<file path="src/rtl/core/sdfs_pkg.sv">
// ---------------------------------------------------------------------------
// sdfs_pkg
// Widths, constants and shared types of the screen dim fade sequencer.
// ---------------------------------------------------------------------------
package sdfs_pkg;

  localparam int unsigned NOW_W    = 48;
  localparam int unsigned ALPHA_W  = 32;
  localparam int unsigned BRIGHT_W = 7;
  localparam int unsigned MS_W     = 16;
  localparam int unsigned PADDR_W  = 4;
  localparam int unsigned PDATA_W  = 32;

  localparam logic [ALPHA_W-1:0] BLACK        = 32'hFFFF_FFFF;
  localparam logic [ALPHA_W-1:0] PERCENT_FULL = 32'd100;
  localparam logic [ALPHA_W-1:0] DIM_STEP     = BLACK / PERCENT_FULL;
  localparam logic [ALPHA_W-1:0] CANCEL_MS    = 32'd500;

  localparam logic [BRIGHT_W-1:0] BRIGHT_RST = 7'd50;
  localparam logic [MS_W-1:0]     DIM_RST    = 16'd1000;
  localparam logic [MS_W-1:0]     HOLD_RST   = 16'd5000;

  localparam int unsigned QUEUE_DEPTH = 2;
  localparam int unsigned QPTR_W      = $clog2(QUEUE_DEPTH);
  localparam int unsigned QCNT_W      = $clog2(QUEUE_DEPTH + 1);
  localparam int unsigned DIV_CNT_W   = $clog2(ALPHA_W);

  typedef enum logic [1:0] {
    REG_BRIGHTNESS = 2'd0,
    REG_DIM_MS     = 2'd1,
    REG_HOLD_MS    = 2'd2
  } reg_idx_e;

  typedef struct packed {
    logic [BRIGHT_W-1:0] brightness_percent;
    logic [MS_W-1:0]     dim_ms;
    logic [MS_W-1:0]     hold_ms;
  } cfg_t;

  typedef struct packed {
    logic [NOW_W-1:0]   now_ms;
    logic               cancel_request;
    logic [ALPHA_W-1:0] target;
  } item_t;

  typedef struct packed {
    logic               start;
    logic [ALPHA_W-1:0] num;
    logic [ALPHA_W-1:0] den;
  } div_req_t;

  typedef struct packed {
    logic               done;
    logic [ALPHA_W-1:0] quot;
  } div_rsp_t;

  typedef struct packed {
    logic [ALPHA_W-1:0] alpha;
    logic               redraw;
    logic               want_next_frame;
    logic               finished;
    logic               cancelled_notify;
  } result_t;

endpackage

</file>
<file path="src/rtl/core/sdfs_in_if.sv">
// ---------------------------------------------------------------------------
// sdfs_in_if
// Frame event channel: timestamp and cancel flag with valid/ready.
// ---------------------------------------------------------------------------
interface sdfs_in_if import sdfs_pkg::*; ();
  logic             valid;
  logic             ready;
  logic [NOW_W-1:0] now_ms;
  logic             cancel_request;

  modport source (output valid, output now_ms, output cancel_request, input ready);
  modport sink (input valid, input now_ms, input cancel_request, output ready);
endinterface

</file>
<file path="src/rtl/core/sdfs_out_if.sv">
// ---------------------------------------------------------------------------
// sdfs_out_if
// Result channel: overlay alpha and status flags with valid/ready.
// ---------------------------------------------------------------------------
interface sdfs_out_if import sdfs_pkg::*; ();
  logic               valid;
  logic               ready;
  logic [ALPHA_W-1:0] alpha;
  logic               redraw;
  logic               want_next_frame;
  logic               finished;
  logic               cancelled_notify;

  modport source (output valid, output alpha, output redraw, output want_next_frame,
                  output finished, output cancelled_notify, input ready);
  modport sink (input valid, input alpha, input redraw, input want_next_frame,
                input finished, input cancelled_notify, output ready);
endinterface

</file>
<file path="src/rtl/core/sdfs_queue.sv">
// ---------------------------------------------------------------------------
// sdfs_queue
// Short register queue between the front and back parts.
// ---------------------------------------------------------------------------
module sdfs_queue import sdfs_pkg::*; (
  input  logic  clk_i,
  input  logic  rst_ni,
  input  logic  push_i,
  input  item_t item_i,
  output logic  ready_o,
  output logic  valid_o,
  output item_t item_o,
  input  logic  pop_i
);

  item_t             mem_q [QUEUE_DEPTH];
  logic [QPTR_W-1:0] wr_ptr_q, wr_ptr_d;
  logic [QPTR_W-1:0] rd_ptr_q, rd_ptr_d;
  logic [QCNT_W-1:0] cnt_q, cnt_d;
  logic              do_push, do_pop;

  assign ready_o = (cnt_q != QCNT_W'(QUEUE_DEPTH));
  assign valid_o = (cnt_q != '0);
  assign item_o  = mem_q[rd_ptr_q];
  assign do_push = push_i && ready_o;
  assign do_pop  = pop_i && valid_o;

  always_comb begin
    wr_ptr_d = wr_ptr_q;
    rd_ptr_d = rd_ptr_q;
    cnt_d    = cnt_q;
    if (do_push) begin
      wr_ptr_d = (wr_ptr_q == QPTR_W'(QUEUE_DEPTH - 1)) ? '0 : wr_ptr_q + 1'b1;
    end
    if (do_pop) begin
      rd_ptr_d = (rd_ptr_q == QPTR_W'(QUEUE_DEPTH - 1)) ? '0 : rd_ptr_q + 1'b1;
    end
    if (do_push && !do_pop) begin
      cnt_d = cnt_q + 1'b1;
    end else if (do_pop && !do_push) begin
      cnt_d = cnt_q - 1'b1;
    end
  end

  always_ff @(posedge clk_i or negedge rst_ni) begin
    if (!rst_ni) begin
      wr_ptr_q <= '0;
      rd_ptr_q <= '0;
      cnt_q    <= '0;
    end else begin
      wr_ptr_q <= wr_ptr_d;
      rd_ptr_q <= rd_ptr_d;
      cnt_q    <= cnt_d;
    end
  end

  always_ff @(posedge clk_i) begin
    if (do_push) begin
      mem_q[wr_ptr_q] <= item_i;
    end
  end

endmodule

</file>
<file path="src/rtl/core/sdfs_front.sv">
// ---------------------------------------------------------------------------
// sdfs_front
// Accepts frame events and attaches the target dim level for the back part.
// ---------------------------------------------------------------------------
module sdfs_front import sdfs_pkg::*; (
  input  logic                clk_i,
  input  logic                rst_ni,
  input  logic [BRIGHT_W-1:0] brightness_i,
  input  logic                in_valid_i,
  output logic                in_ready_o,
  input  logic [NOW_W-1:0]    now_ms_i,
  input  logic                cancel_request_i,
  output logic                push_o,
  output item_t               item_o,
  input  logic                q_ready_i
);

  logic               valid_q;
  item_t              item_q;
  logic [ALPHA_W-1:0] target;

  // Target level wraps modulo 2^32 when brightness exceeds one hundred.
  assign target     = DIM_STEP * (PERCENT_FULL - ALPHA_W'(brightness_i));
  assign in_ready_o = !valid_q || q_ready_i;
  assign push_o     = valid_q;
  assign item_o     = item_q;

  always_ff @(posedge clk_i or negedge rst_ni) begin
    if (!rst_ni) begin
      valid_q <= 1'b0;
    end else if (in_valid_i && in_ready_o) begin
      valid_q <= 1'b1;
    end else if (q_ready_i) begin
      valid_q <= 1'b0;
    end
  end

  always_ff @(posedge clk_i) begin
    if (in_valid_i && in_ready_o) begin
      item_q.now_ms         <= now_ms_i;
      item_q.cancel_request <= cancel_request_i;
      item_q.target         <= target;
    end
  end

endmodule

</file>
<file path="src/rtl/core/sdfs_divider.sv">
// ---------------------------------------------------------------------------
// sdfs_divider
// Iterative restoring divider, one quotient bit per cycle.
// ---------------------------------------------------------------------------
module sdfs_divider import sdfs_pkg::*; (
  input  logic     clk_i,
  input  logic     rst_ni,
  input  div_req_t req_i,
  output div_rsp_t rsp_o
);

  logic                 run_q;
  logic                 done_q;
  logic [DIV_CNT_W-1:0] cnt_q;
  logic [ALPHA_W-1:0]   rem_q;
  logic [ALPHA_W-1:0]   quo_q;
  logic [ALPHA_W-1:0]   den_q;
  logic                 den_zero_q;
  logic [ALPHA_W:0]     shifted;
  logic [ALPHA_W+1:0]   trial;
  logic                 fits;
  logic [ALPHA_W-1:0]   rem_d;

  assign shifted = {rem_q, quo_q[ALPHA_W-1]};
  assign trial   = {1'b0, shifted} - {2'b00, den_q};
  assign fits    = !trial[ALPHA_W+1];
  assign rem_d   = fits ? trial[ALPHA_W-1:0] : shifted[ALPHA_W-1:0];

  // A zero divisor yields a zero quotient.
  assign rsp_o.done = done_q;
  assign rsp_o.quot = den_zero_q ? '0 : quo_q;

  always_ff @(posedge clk_i or negedge rst_ni) begin
    if (!rst_ni) begin
      run_q  <= 1'b0;
      done_q <= 1'b0;
      cnt_q  <= '0;
    end else begin
      done_q <= 1'b0;
      if (req_i.start) begin
        run_q <= 1'b1;
        cnt_q <= '0;
      end else if (run_q) begin
        cnt_q <= cnt_q + 1'b1;
        if (cnt_q == DIV_CNT_W'(ALPHA_W - 1)) begin
          run_q  <= 1'b0;
          done_q <= 1'b1;
        end
      end
    end
  end

  always_ff @(posedge clk_i) begin
    if (req_i.start) begin
      rem_q      <= '0;
      quo_q      <= req_i.num;
      den_q      <= req_i.den;
      den_zero_q <= (req_i.den == '0);
    end else if (run_q) begin
      rem_q <= rem_d;
      quo_q <= {quo_q[ALPHA_W-2:0], fits};
    end
  end

endmodule

</file>
<file path="src/rtl/core/sdfs_back.sv">
// ---------------------------------------------------------------------------
// sdfs_back
// Steps the fade sequence for one queued event and registers the result.
// ---------------------------------------------------------------------------
module sdfs_back import sdfs_pkg::*; (
  input  logic     clk_i,
  input  logic     rst_ni,
  input  cfg_t     cfg_i,
  input  logic     q_valid_i,
  input  item_t    q_item_i,
  output logic     q_pop_o,
  output div_req_t div_req_o,
  input  div_rsp_t div_rsp_i,
  output logic     out_valid_o,
  input  logic     out_ready_i,
  output result_t  out_result_o
);

  typedef enum logic [2:0] {
    PH_DIM_INIT  = 3'd0,
    PH_HOLD      = 3'd1,
    PH_DIM_SLEEP = 3'd2,
    PH_OFF       = 3'd3,
    PH_CANCEL    = 3'd4,
    PH_DONE      = 3'd5
  } phase_e;

  typedef enum logic [1:0] {
    ST_IDLE,
    ST_DIV,
    ST_MUL,
    ST_FIN
  } state_e;

  state_e             state_q;
  phase_e             phase_q, phase_d;
  phase_e             start_phase_q;
  logic [NOW_W-1:0]   sect_q, sect_d;
  logic [ALPHA_W-1:0] capt_q, capt_d;
  item_t              item_q;
  logic [NOW_W-1:0]   elapsed_q;
  logic [ALPHA_W-1:0] quot_q;
  logic [ALPHA_W-1:0] mop_q;
  logic [ALPHA_W-1:0] prod_q;
  logic               out_valid_q;
  result_t            result_q;

  logic               pop;
  logic [NOW_W-1:0]   sect_cur;
  logic [NOW_W-1:0]   elapsed_new;
  logic [ALPHA_W-1:0] mop_d;
  logic [ALPHA_W-1:0] mul_lo;
  logic [ALPHA_W-1:0] alpha_d;
  logic               dim_done, hold_done, cancel_done;

  assign pop         = (state_q == ST_IDLE) && q_valid_i && !out_valid_q;
  assign q_pop_o     = pop;
  assign sect_cur    = (sect_q == '0) ? q_item_i.now_ms : sect_q;
  assign elapsed_new = q_item_i.now_ms - sect_cur;

  always_comb begin
    div_req_o.start = pop;
    div_req_o.num   = '0;
    div_req_o.den   = CANCEL_MS;
    case (phase_q)
      PH_DIM_INIT: begin
        div_req_o.num = q_item_i.target;
        div_req_o.den = ALPHA_W'(cfg_i.dim_ms);
      end
      PH_DIM_SLEEP: begin
        div_req_o.num = BLACK - q_item_i.target;
        div_req_o.den = ALPHA_W'(cfg_i.dim_ms);
      end
      PH_CANCEL: begin
        div_req_o.num = capt_q;
        div_req_o.den = CANCEL_MS;
      end
      default: begin
        div_req_o.num = '0;
        div_req_o.den = CANCEL_MS;
      end
    endcase
  end

  assign mop_d  = (phase_q == PH_CANCEL) ? CANCEL_MS - elapsed_q[ALPHA_W-1:0]
                                         : elapsed_q[ALPHA_W-1:0];
  assign mul_lo = quot_q * mop_q;

  assign dim_done    = (elapsed_q >= NOW_W'(cfg_i.dim_ms));
  assign hold_done   = (elapsed_q >= NOW_W'(cfg_i.hold_ms));
  assign cancel_done = (elapsed_q >= NOW_W'(CANCEL_MS));

  always_comb begin
    phase_d = phase_q;
    sect_d  = sect_q;
    capt_d  = capt_q;
    alpha_d = '0;
    case (phase_q)
      PH_DIM_INIT: begin
        alpha_d = prod_q;
        if (dim_done) begin
          phase_d = PH_HOLD;
          sect_d  = item_q.now_ms;
        end
      end
      PH_HOLD: begin
        alpha_d = item_q.target;
        if (hold_done) begin
          phase_d = PH_DIM_SLEEP;
          sect_d  = item_q.now_ms;
        end
      end
      PH_DIM_SLEEP: begin
        alpha_d = prod_q + item_q.target;
        if (dim_done) begin
          alpha_d = BLACK;
          phase_d = PH_OFF;
          sect_d  = item_q.now_ms;
        end
      end
      PH_CANCEL: begin
        alpha_d = prod_q;
        if (cancel_done) begin
          alpha_d = '0;
          phase_d = PH_DONE;
          sect_d  = item_q.now_ms;
        end
      end
      PH_OFF: begin
        alpha_d = BLACK;
      end
      default: begin
        alpha_d = '0;
      end
    endcase
    if (item_q.cancel_request && (capt_q == '0) && (phase_d != PH_CANCEL)) begin
      capt_d  = alpha_d;
      phase_d = PH_CANCEL;
      sect_d  = item_q.now_ms;
    end
  end

  assign out_valid_o  = out_valid_q;
  assign out_result_o = result_q;

  always_ff @(posedge clk_i or negedge rst_ni) begin
    if (!rst_ni) begin
      state_q       <= ST_IDLE;
      phase_q       <= PH_DIM_INIT;
      start_phase_q <= PH_DIM_INIT;
      sect_q        <= '0;
      capt_q        <= '0;
      item_q        <= '0;
      elapsed_q     <= '0;
      quot_q        <= '0;
      mop_q         <= '0;
      prod_q        <= '0;
      out_valid_q   <= 1'b0;
      result_q      <= '0;
    end else begin
      if (out_valid_q && out_ready_i) begin
        out_valid_q <= 1'b0;
      end
      case (state_q)
        ST_IDLE: begin
          if (pop) begin
            item_q        <= q_item_i;
            elapsed_q     <= elapsed_new;
            sect_q        <= sect_cur;
            start_phase_q <= phase_q;
            state_q       <= ST_DIV;
          end
        end
        ST_DIV: begin
          if (div_rsp_i.done) begin
            quot_q  <= div_rsp_i.quot;
            mop_q   <= mop_d;
            state_q <= ST_MUL;
          end
        end
        ST_MUL: begin
          prod_q  <= mul_lo;
          state_q <= ST_FIN;
        end
        ST_FIN: begin
          phase_q                   <= phase_d;
          sect_q                    <= sect_d;
          capt_q                    <= capt_d;
          result_q.alpha            <= alpha_d;
          result_q.redraw           <= (phase_d != PH_HOLD);
          result_q.want_next_frame  <= (phase_d != PH_OFF);
          result_q.finished         <= (phase_d == PH_OFF);
          result_q.cancelled_notify <= (start_phase_q == PH_DONE);
          out_valid_q               <= 1'b1;
          state_q                   <= ST_IDLE;
        end
        default: begin
          state_q <= ST_IDLE;
        end
      endcase
    end
  end

endmodule

</file>
<file path="src/rtl/core/screen_dim_fade_sequencer_unit.sv">
// ---------------------------------------------------------------------------
// screen_dim_fade_sequencer_unit
// Fade sequencer for a screen-dimming overlay, stepped once per frame event.
// ---------------------------------------------------------------------------
//
//   Port     Role       Carries
//   in_i     sink       now_ms, cancel_request
//   out_o    source     alpha, redraw, want_next_frame, finished, cancelled_notify
//   APB      slave      brightness_percent, dim_ms, hold_ms at 0x0, 0x4, 0x8
//
// Each event passes the front register, the queue and the 32-step divider in
// the back part on its way to a result, and one event is sequenced at a time.
// Reset restores the register defaults and the initial dimming phase at once.
// Two queued events and one front register let input transfers continue while
// a finished result waits on out_o.
//
module screen_dim_fade_sequencer_unit import sdfs_pkg::*; (
  input  logic               clk_i,
  input  logic               rst_ni,
  sdfs_in_if.sink            in_i,
  sdfs_out_if.source         out_o,
  input  logic               psel,
  input  logic               penable,
  input  logic               pwrite,
  input  logic [PADDR_W-1:0] paddr,
  input  logic [PDATA_W-1:0] pwdata,
  output logic [PDATA_W-1:0] prdata,
  output logic               pready
);

  cfg_t     cfg_q;
  reg_idx_e reg_sel;
  logic     cfg_wr;
  logic     push;
  item_t    front_item;
  logic     q_ready;
  logic     q_valid;
  item_t    q_item;
  logic     q_pop;
  div_req_t div_req;
  div_rsp_t div_rsp;
  result_t  result;

  assign pready  = 1'b1;
  assign reg_sel = reg_idx_e'(paddr[PADDR_W-1:2]);
  assign cfg_wr  = psel && penable && pwrite && pready;

  always_ff @(posedge clk_i or negedge rst_ni) begin
    if (!rst_ni) begin
      cfg_q.brightness_percent <= BRIGHT_RST;
      cfg_q.dim_ms             <= DIM_RST;
      cfg_q.hold_ms            <= HOLD_RST;
    end else if (cfg_wr) begin
      case (reg_sel)
        REG_BRIGHTNESS: cfg_q.brightness_percent <= pwdata[BRIGHT_W-1:0];
        REG_DIM_MS:     cfg_q.dim_ms             <= pwdata[MS_W-1:0];
        REG_HOLD_MS:    cfg_q.hold_ms            <= pwdata[MS_W-1:0];
        default:        cfg_q                    <= cfg_q;
      endcase
    end
  end

  always_comb begin
    case (reg_sel)
      REG_BRIGHTNESS: prdata = PDATA_W'(cfg_q.brightness_percent);
      REG_DIM_MS:     prdata = PDATA_W'(cfg_q.dim_ms);
      REG_HOLD_MS:    prdata = PDATA_W'(cfg_q.hold_ms);
      default:        prdata = '0;
    endcase
  end

  sdfs_front u_front (
    .clk_i            (clk_i),
    .rst_ni           (rst_ni),
    .brightness_i     (cfg_q.brightness_percent),
    .in_valid_i       (in_i.valid),
    .in_ready_o       (in_i.ready),
    .now_ms_i         (in_i.now_ms),
    .cancel_request_i (in_i.cancel_request),
    .push_o           (push),
    .item_o           (front_item),
    .q_ready_i        (q_ready)
  );

  sdfs_queue u_queue (
    .clk_i   (clk_i),
    .rst_ni  (rst_ni),
    .push_i  (push),
    .item_i  (front_item),
    .ready_o (q_ready),
    .valid_o (q_valid),
    .item_o  (q_item),
    .pop_i   (q_pop)
  );

  sdfs_divider u_divider (
    .clk_i  (clk_i),
    .rst_ni (rst_ni),
    .req_i  (div_req),
    .rsp_o  (div_rsp)
  );

  sdfs_back u_back (
    .clk_i        (clk_i),
    .rst_ni       (rst_ni),
    .cfg_i        (cfg_q),
    .q_valid_i    (q_valid),
    .q_item_i     (q_item),
    .q_pop_o      (q_pop),
    .div_req_o    (div_req),
    .div_rsp_i    (div_rsp),
    .out_valid_o  (out_o.valid),
    .out_ready_i  (out_o.ready),
    .out_result_o (result)
  );

  assign out_o.alpha            = result.alpha;
  assign out_o.redraw           = result.redraw;
  assign out_o.want_next_frame  = result.want_next_frame;
  assign out_o.finished         = result.finished;
  assign out_o.cancelled_notify = result.cancelled_notify;

endmodule

</file>
<file path="src/flat_wrapper.sv">
// flat-port wrapper written by rule: the top's interface ports become plain ports
module screen_dim_fade_sequencer_unit_flat import sdfs_pkg::*;
  (clk_i, rst_ni, psel, penable, pwrite, paddr, pwdata, prdata, pready, in_i_valid, in_i_now_ms, in_i_cancel_request, in_i_ready, out_o_valid, out_o_alpha, out_o_redraw, out_o_want_next_frame, out_o_finished, out_o_cancelled_notify, out_o_ready);
  sdfs_in_if in_i_i ();
  sdfs_out_if out_o_i ();
  input  logic clk_i;
  input  logic rst_ni;
  input  logic psel;
  input  logic penable;
  input  logic pwrite;
  input  logic [PADDR_W-1:0] paddr;
  input  logic [PDATA_W-1:0] pwdata;
  output logic [PDATA_W-1:0] prdata;
  output logic pready;
  input wire logic [$bits(in_i_i.valid)-1:0] in_i_valid;
  input wire logic [$bits(in_i_i.now_ms)-1:0] in_i_now_ms;
  input wire logic [$bits(in_i_i.cancel_request)-1:0] in_i_cancel_request;
  output wire logic [$bits(in_i_i.ready)-1:0] in_i_ready;
  output wire logic [$bits(out_o_i.valid)-1:0] out_o_valid;
  output wire logic [$bits(out_o_i.alpha)-1:0] out_o_alpha;
  output wire logic [$bits(out_o_i.redraw)-1:0] out_o_redraw;
  output wire logic [$bits(out_o_i.want_next_frame)-1:0] out_o_want_next_frame;
  output wire logic [$bits(out_o_i.finished)-1:0] out_o_finished;
  output wire logic [$bits(out_o_i.cancelled_notify)-1:0] out_o_cancelled_notify;
  input wire logic [$bits(out_o_i.ready)-1:0] out_o_ready;
  assign in_i_i.valid = in_i_valid;
  assign in_i_i.now_ms = in_i_now_ms;
  assign in_i_i.cancel_request = in_i_cancel_request;
  assign in_i_ready = in_i_i.ready;
  assign out_o_valid = out_o_i.valid;
  assign out_o_alpha = out_o_i.alpha;
  assign out_o_redraw = out_o_i.redraw;
  assign out_o_want_next_frame = out_o_i.want_next_frame;
  assign out_o_finished = out_o_i.finished;
  assign out_o_cancelled_notify = out_o_i.cancelled_notify;
  assign out_o_i.ready = out_o_ready;
  screen_dim_fade_sequencer_unit u_core (.clk_i(clk_i), .rst_ni(rst_ni), .in_i(in_i_i), .out_o(out_o_i), .psel(psel), .penable(penable), .pwrite(pwrite), .paddr(paddr), .pwdata(pwdata), .prdata(prdata), .pready(pready));
endmodule
</file>
<file path="config.mk">
export PLATFORM = sky130hd
export DESIGN_NAME = screen_dim_fade_sequencer_unit_flat
export DESIGN_NICKNAME = d
export VERILOG_FILES = /design/src/rtl/core/sdfs_pkg.sv /design/src/rtl/core/sdfs_in_if.sv /design/src/rtl/core/sdfs_out_if.sv /design/src/rtl/core/sdfs_queue.sv /design/src/rtl/core/sdfs_front.sv /design/src/rtl/core/sdfs_divider.sv /design/src/rtl/core/sdfs_back.sv /design/src/rtl/core/screen_dim_fade_sequencer_unit.sv /design/src/flat_wrapper.sv
export SDC_FILE = /design/constraint.sdc
export NUM_CORES = 2
export LEC_CHECK = 0
export CAP_MARGIN = 10
export CORE_MARGIN = 2
export CORE_UTILIZATION = 30
export DETAILED_ROUTE_END_ITERATION = 8
export DONT_BUFFER_PORTS = 1
export HOLD_SLACK_MARGIN = 0.03
export PLACE_DENSITY = 0.48
export SETUP_SLACK_MARGIN = 0.02
export SYNTH_ARGS = -nofsm -noshare
export SYNTH_HDL_FRONTEND = slang
export SYNTH_SLANG_ARGS = --single-unit
</file>
<file path="constraint.sdc">
create_clock -name clk_i -period 22.3 [get_ports clk_i]
set_input_delay 2.23 -clock clk_i [delete_from_list [all_inputs] [get_ports clk_i]]
set_output_delay 2.23 -clock clk_i [all_outputs]
set_load 0.05 [all_outputs]
</file>
* Word-level counts from Yosys, hierarchy flattened *
Memories as Yosys holds them, arrays and structs flattened.
Index checks and enable logic that the tools add are counted.
W data, S select, Z words.

storage, ports and cells
  register bits = 576
  memory bits (writable) = 156
  input bits = 92
  output and inout bits = 71
  memories = 1

memory list
  name                  depth  width  read ports  clocked after Yosys merged registers in  wr ports  line              RTL
  u_core.u_queue.mem_q  2      78     1           0                                        1         sdfs_queue.sv:16  item_t mem_q [QUEUE_DEPTH];

cells by class
  $add $sub $neg = 11
  $mul = 2
  order comparisons = 3
  equal/unequal tests = 22
  muxes and demuxes = 45
  reductions and logical operators = 39

operators by type and width
  cell                      number
  $mux W48                  6
  $mux W32                  7
  $pmux W64 S3              1
  $pmux W32 S5              1
  $pmux W48 S3              1
  $ge A48 B16 Y1            2
  $pmux W48 S2              1
  $logic_not A32 Y1         2
  $ge A48 B9 Y1 const B     1
  $logic_not A48 Y1         1
  $pmux W16 S3              1
  $sub A48 B48 Y48          1
  $sub A33 B32 Y34          1
  $add A32 B32 Y32          1
  $mul A23 B32 Y29 const A  1
  $mul A32 B32 Y32          1
  $sub A32 B32 Y32 const A  1
  $sub A9 B32 Y32 const A   1
  $mux W3                   5
  $mux W1                   14
  $reduce_and A2 Y1         7
  $logic_and A1 B1 Y1       12
  $ne A4 B4 Y1 const B      3
  $pmux W3 S4               1
  other kinds (27)          49

* Longest topological paths before layout *
  depth in word-level cells = 7
  gate-level depth with buffers = 30
  gate-level depth less buffers = 29

* Cells and area by module *
Synthesis repeated with hierarchy kept, for this count alone.

second synthesis, totals
  cell total of the unflattened synthesis = 5790
  area, all modules = 58577.4 µm²

by module, submodules not included
  module                          instances  cells an instance  area each (µm²)  sequential area each (µm²)
  sdfs_back                       1          4158               36963.0          8758.4
  sdfs_front                      1          615                7134.3           2367.3
  sdfs_queue                      1          270                6438.7           4964.8
  sdfs_divider                    1          606                6148.4           2767.7
  screen_dim_fade_sequencer_unit  1          141                1893.1           993.5

* Least setup slack after synthesis *
Ideal clock, no wire load.

  path kind = reg-to-reg
  from = register u_core.u_back.quot_q[5]
  to = register u_core.u_back.prod_q[31]
  data arrival time = 7120 ps
  data required time = 22175 ps
  slack = 15055 ps
  stages on the path, launching flop included = 28
  path buffers = 2
  cells stage by stage = dfrtp_1 clkbuf_1 clkbuf_1 nand2_1 fa_1 inv_1 fa_1 fa_1 inv_1 fa_1 inv_1 fa_1 ha_1 fa_1 inv_1 fa_1 inv_1 ha_1 a2111o_1 o2111ai_1 a21oi_1 o21ai_0 a21oi_1 a211oi_2 o2111ai_1 a31oi_1 xnor2_1 mux2_2

on the way
  cells in the longest elaborated chain, start to end = 1

RTL lines
  element                 line              RTL
  from (decl)             sdfs_back.sv:42   logic [ALPHA_W-1:0] quot_q;
  from (signal assigned)  sdfs_back.sv:176  quot_q <= div_rsp_i.quot;
  $mul A32 B32 Y32        sdfs_back.sv:87   assign mul_lo = quot_q * mop_q;
  to (signal assigned)    sdfs_back.sv:182  prod_q <= mul_lo;
  to (decl)               sdfs_back.sv:44   logic [ALPHA_W-1:0] prod_q;

Every way passes these cells.
A chain may end at the register's enable or synchronous reset.

* Worst setup path after layout *
  from = register u_core.u_back.mop_q[7]
  to = register u_core.u_back.prod_q[31]

on the way
  cells in the longest elaborated chain, start to end = 1

RTL lines
  element                 line              RTL
  from (decl)             sdfs_back.sv:43   logic [ALPHA_W-1:0] mop_q;
  from (signal assigned)  sdfs_back.sv:177  mop_q <= mop_d;
  $mul A32 B32 Y32        sdfs_back.sv:87

Every way passes these cells.

==> out/qor.txt <==
arrival time worst endpoint = 8.92 ns
post-synthesis mux area share = 3.56%
Via density = 4.74
synthesized area per cell = 9.84 um2
Hold-fix buffers, CTS = 0
Layout Cells excl Fill = 8,023
FP Rows = 157
setup slack, reg-to-reg = 13.93 ns
post-synthesis sequential area ratio = 34.6%
initial DRC count = 2,221
core box area = 183,000 um2
maximum fanout along the worst path = 26
sum of negative setup slack = 0 ns
worst-case clock buffer depth = 3
Post-synth top flop = dfrtp_1
worst path cell trace = and2_1 > fa_1 > fa_1 > fa_1 > inv_1 > fa_1 > inv_1 > fa_1 > ha_1 > fa_1 > inv_1 > fa_1 > inv_1 > ha_1 > a2111o_1 > o2111ai_1 > a21oi_1 > o21ai_0 > a21oi_1 > a211oi_2 > o2111ai_1 > a31oi_1 > xnor2_1 > mux2_2
worst slew pin tran = 1.98 ns
fin crit share = 37.5%
Final ANT Viol Nets = 0
synth top area cells = fa_1 18%, dfrtp_1 17%, edfxtp_1 15%
Hold Path End = u_core.u_queue.mem_q[0][62]$_DFFE_PP_
Final Hold Fails = 0
element type at the critical path end = flop
Distinct cells, synth = 94
final wirelength = 150 mm
synthesized instance count = 5,610
CP Launch Type = flop
synthesis-stage register bit count = 713
first-pass GRT wire length = 237 mm
Post-DP HPWL = 113 mm
area share of the largest cell type after synthesis = 17.5%
overall via count from detail_route = 38,056
post-synthesis simple-gate area fraction = 13.9%
f_max = 120 MHz
First-pass DRT Iterations = 5
Area Overhead vs Synth = 9.69%
Net count, final = 6,448
TritonCTS Buffers = 75
Clock Latency Late Sink = 0.69 ns
WL per Instance = 18.7 um
Slew Viols, Final = 198
Post-synth top cells = 752 x nand2_1, 685 x inv_1, 483 x fa_1
Die Ht = 433 um
most common cell in the netlist = nand2_1
most used cell, CP = fa_1
Setup Buffers After CTS = 0
Setup-failing EPs final = 0
vias in the first global route = 39,527
Max-slew headroom = -32.2%
Top delay family on crit path = adder cells
sum of buffers and inverters on the critical path = 4
utilization after layout = 33.1%
Post-synth EDFFs = 283
share of cells above drive strength 1 = 6.62%
largest family of logic cells by synthesized area = adder cells
Synth Area in Compound Gates = 10.5%
post-placement cell count = 7,883
Worst VDD drop = 0.335 mV
initial core utilization = 30.2%
die footprint = 188,000 um2
master of the slowest instance on the critical path = dfrtp_1
status = complete, but fails checks
# resized after CTS = 0
WS Path Type = reg -> reg
Port Buf Inserts = 0
Critical Path RT = 22.85 ns
crit-path max cell delay = 1.02 ns
P_leak = 27.1 nW
H-tree Lvls = 3
Hold WC Path Type = reg -> reg
post-synthesis xor/xnor area fraction = 4.55%
Post-Synth Adder-Cell Area = 26.0%
Worst R2R Path Depth = 24
Ports = 163
Worst Hold Depth = 0
# DRC = 0
Post-Syn Area = 55,200 um2
r2r endpoint = u_core.u_back.prod_q[31]$_DFFE_PN0P_
chip width = 433 um
RD Place Congestion = 0.864
Root Driver = clkbuf_16
GR Overflow Total = 0
initial antenna violation count = 4
max-capacitance violation count = 0
Power Density = 171 nW/um2
Total GRT Usage = 16.3%
Async S/R FF share, synth = 55.8%
# clock sinks = 713
warnings from Yosys = 0
failing checks = slew limit
beginning of the worst register-to-register path = u_core.u_back.mop_q[7]$_DFFE_PN0P_
Final min period = 8.37 ns
clk slew on worst S/H paths = 0.06 ns
Synth area leader = fa_1
largest net degree at the start of global routing = 399
CTS tree = yes
RSZ-0062 raised after global routing = false
Worst Hold Margin = 0.437 ns
Setup Skew = 0.0421 ns
HP Start = u_core.u_front.item_o[65]$_DFFE_PP_
-- worst reg2reg max path: stages (launching register included) --
cell and delay [ns]:
dfrtp_1 1.02, and2_1 0.30, fa_1 0.42, fa_1 0.49, fa_1 0.53, inv_1 0.06
fa_1 0.53, inv_1 0.05, fa_1 0.45, ha_1 0.34, fa_1 0.54, inv_1 0.06
fa_1 0.57, inv_1 0.05, ha_1 0.35, a2111o_1 0.47, o2111ai_1 0.19, a21oi_1 0.05
o21ai_0 0.18, a21oi_1 0.24, a211oi_2 0.42, o2111ai_1 0.19, a31oi_1 0.37, xnor2_1 0.11
mux2_2 0.26
-- power by group --
part	internal, W	switching [W]
registers	0.00208	0.000463
logic	0.00265	0.00382
clock network	0.000814	0.000563
total	0.00554	0.00484
-- placed cells by master, fill, tap and decap left out, types with 32 or more instances in the layout --
cell / count
xnor2_1: 210
nand2b_1: 55
xor2_1: 77
a221oi_1: 32
a211oi_1: 32
o21ai_0: 368
fa_1: 483
mux2_2: 111
nand3_1: 52
nor2_1: 274
a21oi_1: 220
clkbuf_16: 76
dfrtp_1: 378
nor3_1: 58
inv_1: 685
nand2_1: 751
mux2i_1: 49
buf_4: 64
edfxtp_1: 283
and2_1: 294
dfxtp_1: 32
ha_1: 374
nor4_1: 34
a21o_1: 90
-- worst max-delay path by stage --
stage,startpoint,to,slack (ns),depth (start not counted)
after global placement,u_core.u_back.mop_q[7]$_DFFE_PN0P_,u_core.u_back.prod_q[31]$_DFFE_PN0P_,13.92,24
final,u_core.u_back.mop_q[7]$_DFFE_PN0P_,u_core.u_back.prod_q[31]$_DFFE_PN0P_,13.93,24
after floorplan,u_core.u_back.quot_q[5]$_DFFE_PN0P_,u_core.u_back.prod_q[31]$_DFFE_PN0P_,15.06,27
after CTS,u_core.u_back.mop_q[11]$_DFFE_PN0P_,u_core.u_back.prod_q[27]$_DFFE_PN0P_,13.90,23
after global routing,u_core.u_back.mop_q[7]$_DFFE_PN0P_,u_core.u_back.prod_q[31]$_DFFE_PN0P_,13.55,24
after detailed placement,u_core.u_back.mop_q[11]$_DFFE_PN0P_,u_core.u_back.prod_q[27]$_DFFE_PN0P_,13.96,23
-- sequential cells by signal, summed over array words and instances (netlist names), 5 cells and up --
name / flops
u_core.u_back.prod_q: 32
u_core.u_divider.quo_q: 32
u_core.u_divider.den_q: 16
u_core.u_divider.rem_q: 32
u_core.u_back.quot_q: 32
u_core.u_front.item_o: 78
u_core.u_back.sect_q: 48
u_core.u_back.item_q: 78
u_core.u_queue.mem_q: 156
u_core.u_divider.cnt_q: 5
u_core.u_back.elapsed_q: 48
u_core.u_back.capt_q: 32
u_core.cfg_q: 39
u_core.u_back.mop_q: 32
u_core.u_back.out_result_o: 36
-- routing by layer --
layer  wire [um]  GRT usage, %
met2       73700          28.0
met4        3980          4.66
met5           9             0
met3        5000          1.61
met1       67200          21.6
-- cell type report --
type	instances	area, um2
Clock buffer	92	2010
Clock inverter	45	692
Sequential cell	713	19100
Inverter	689	2590
Multi-Input combinational cell	3949	32500
Antenna cell	2	5.00
Timing Repair Buffer	69	537
Fill cell	18964	123000
Tap cell	2464	3080
-- cell families (layout without fill, tap and decap cells) --
group / count (synthesis) / count (layout)
and+or+nand+nor: 1649 / 1649
buffers and inverters: 967 / 895
AOI/OAI and AO/OA: 953 / 953
adders and majority gates: 859 / 859
DFF: 713 / 713
xor gates and xnor gates: 287 / 287
muxes: 180 / 180
other: 2 / 23
-- per-stage QoR --
step           setup WS (ns)  cell area, um2  total power [W]
4_1_cts                13.90           60600           0.0106
6_report               13.93           60600           0.0104
3_3_place_gp           13.92           57800          0.00906
5_1_grt                13.55           60600           0.0114
2_1_floorplan          15.06           55300          0.00730
3_5_place_dp           13.96           57900          0.00912
Note: power is estimated with default switching activity, not from simulation.
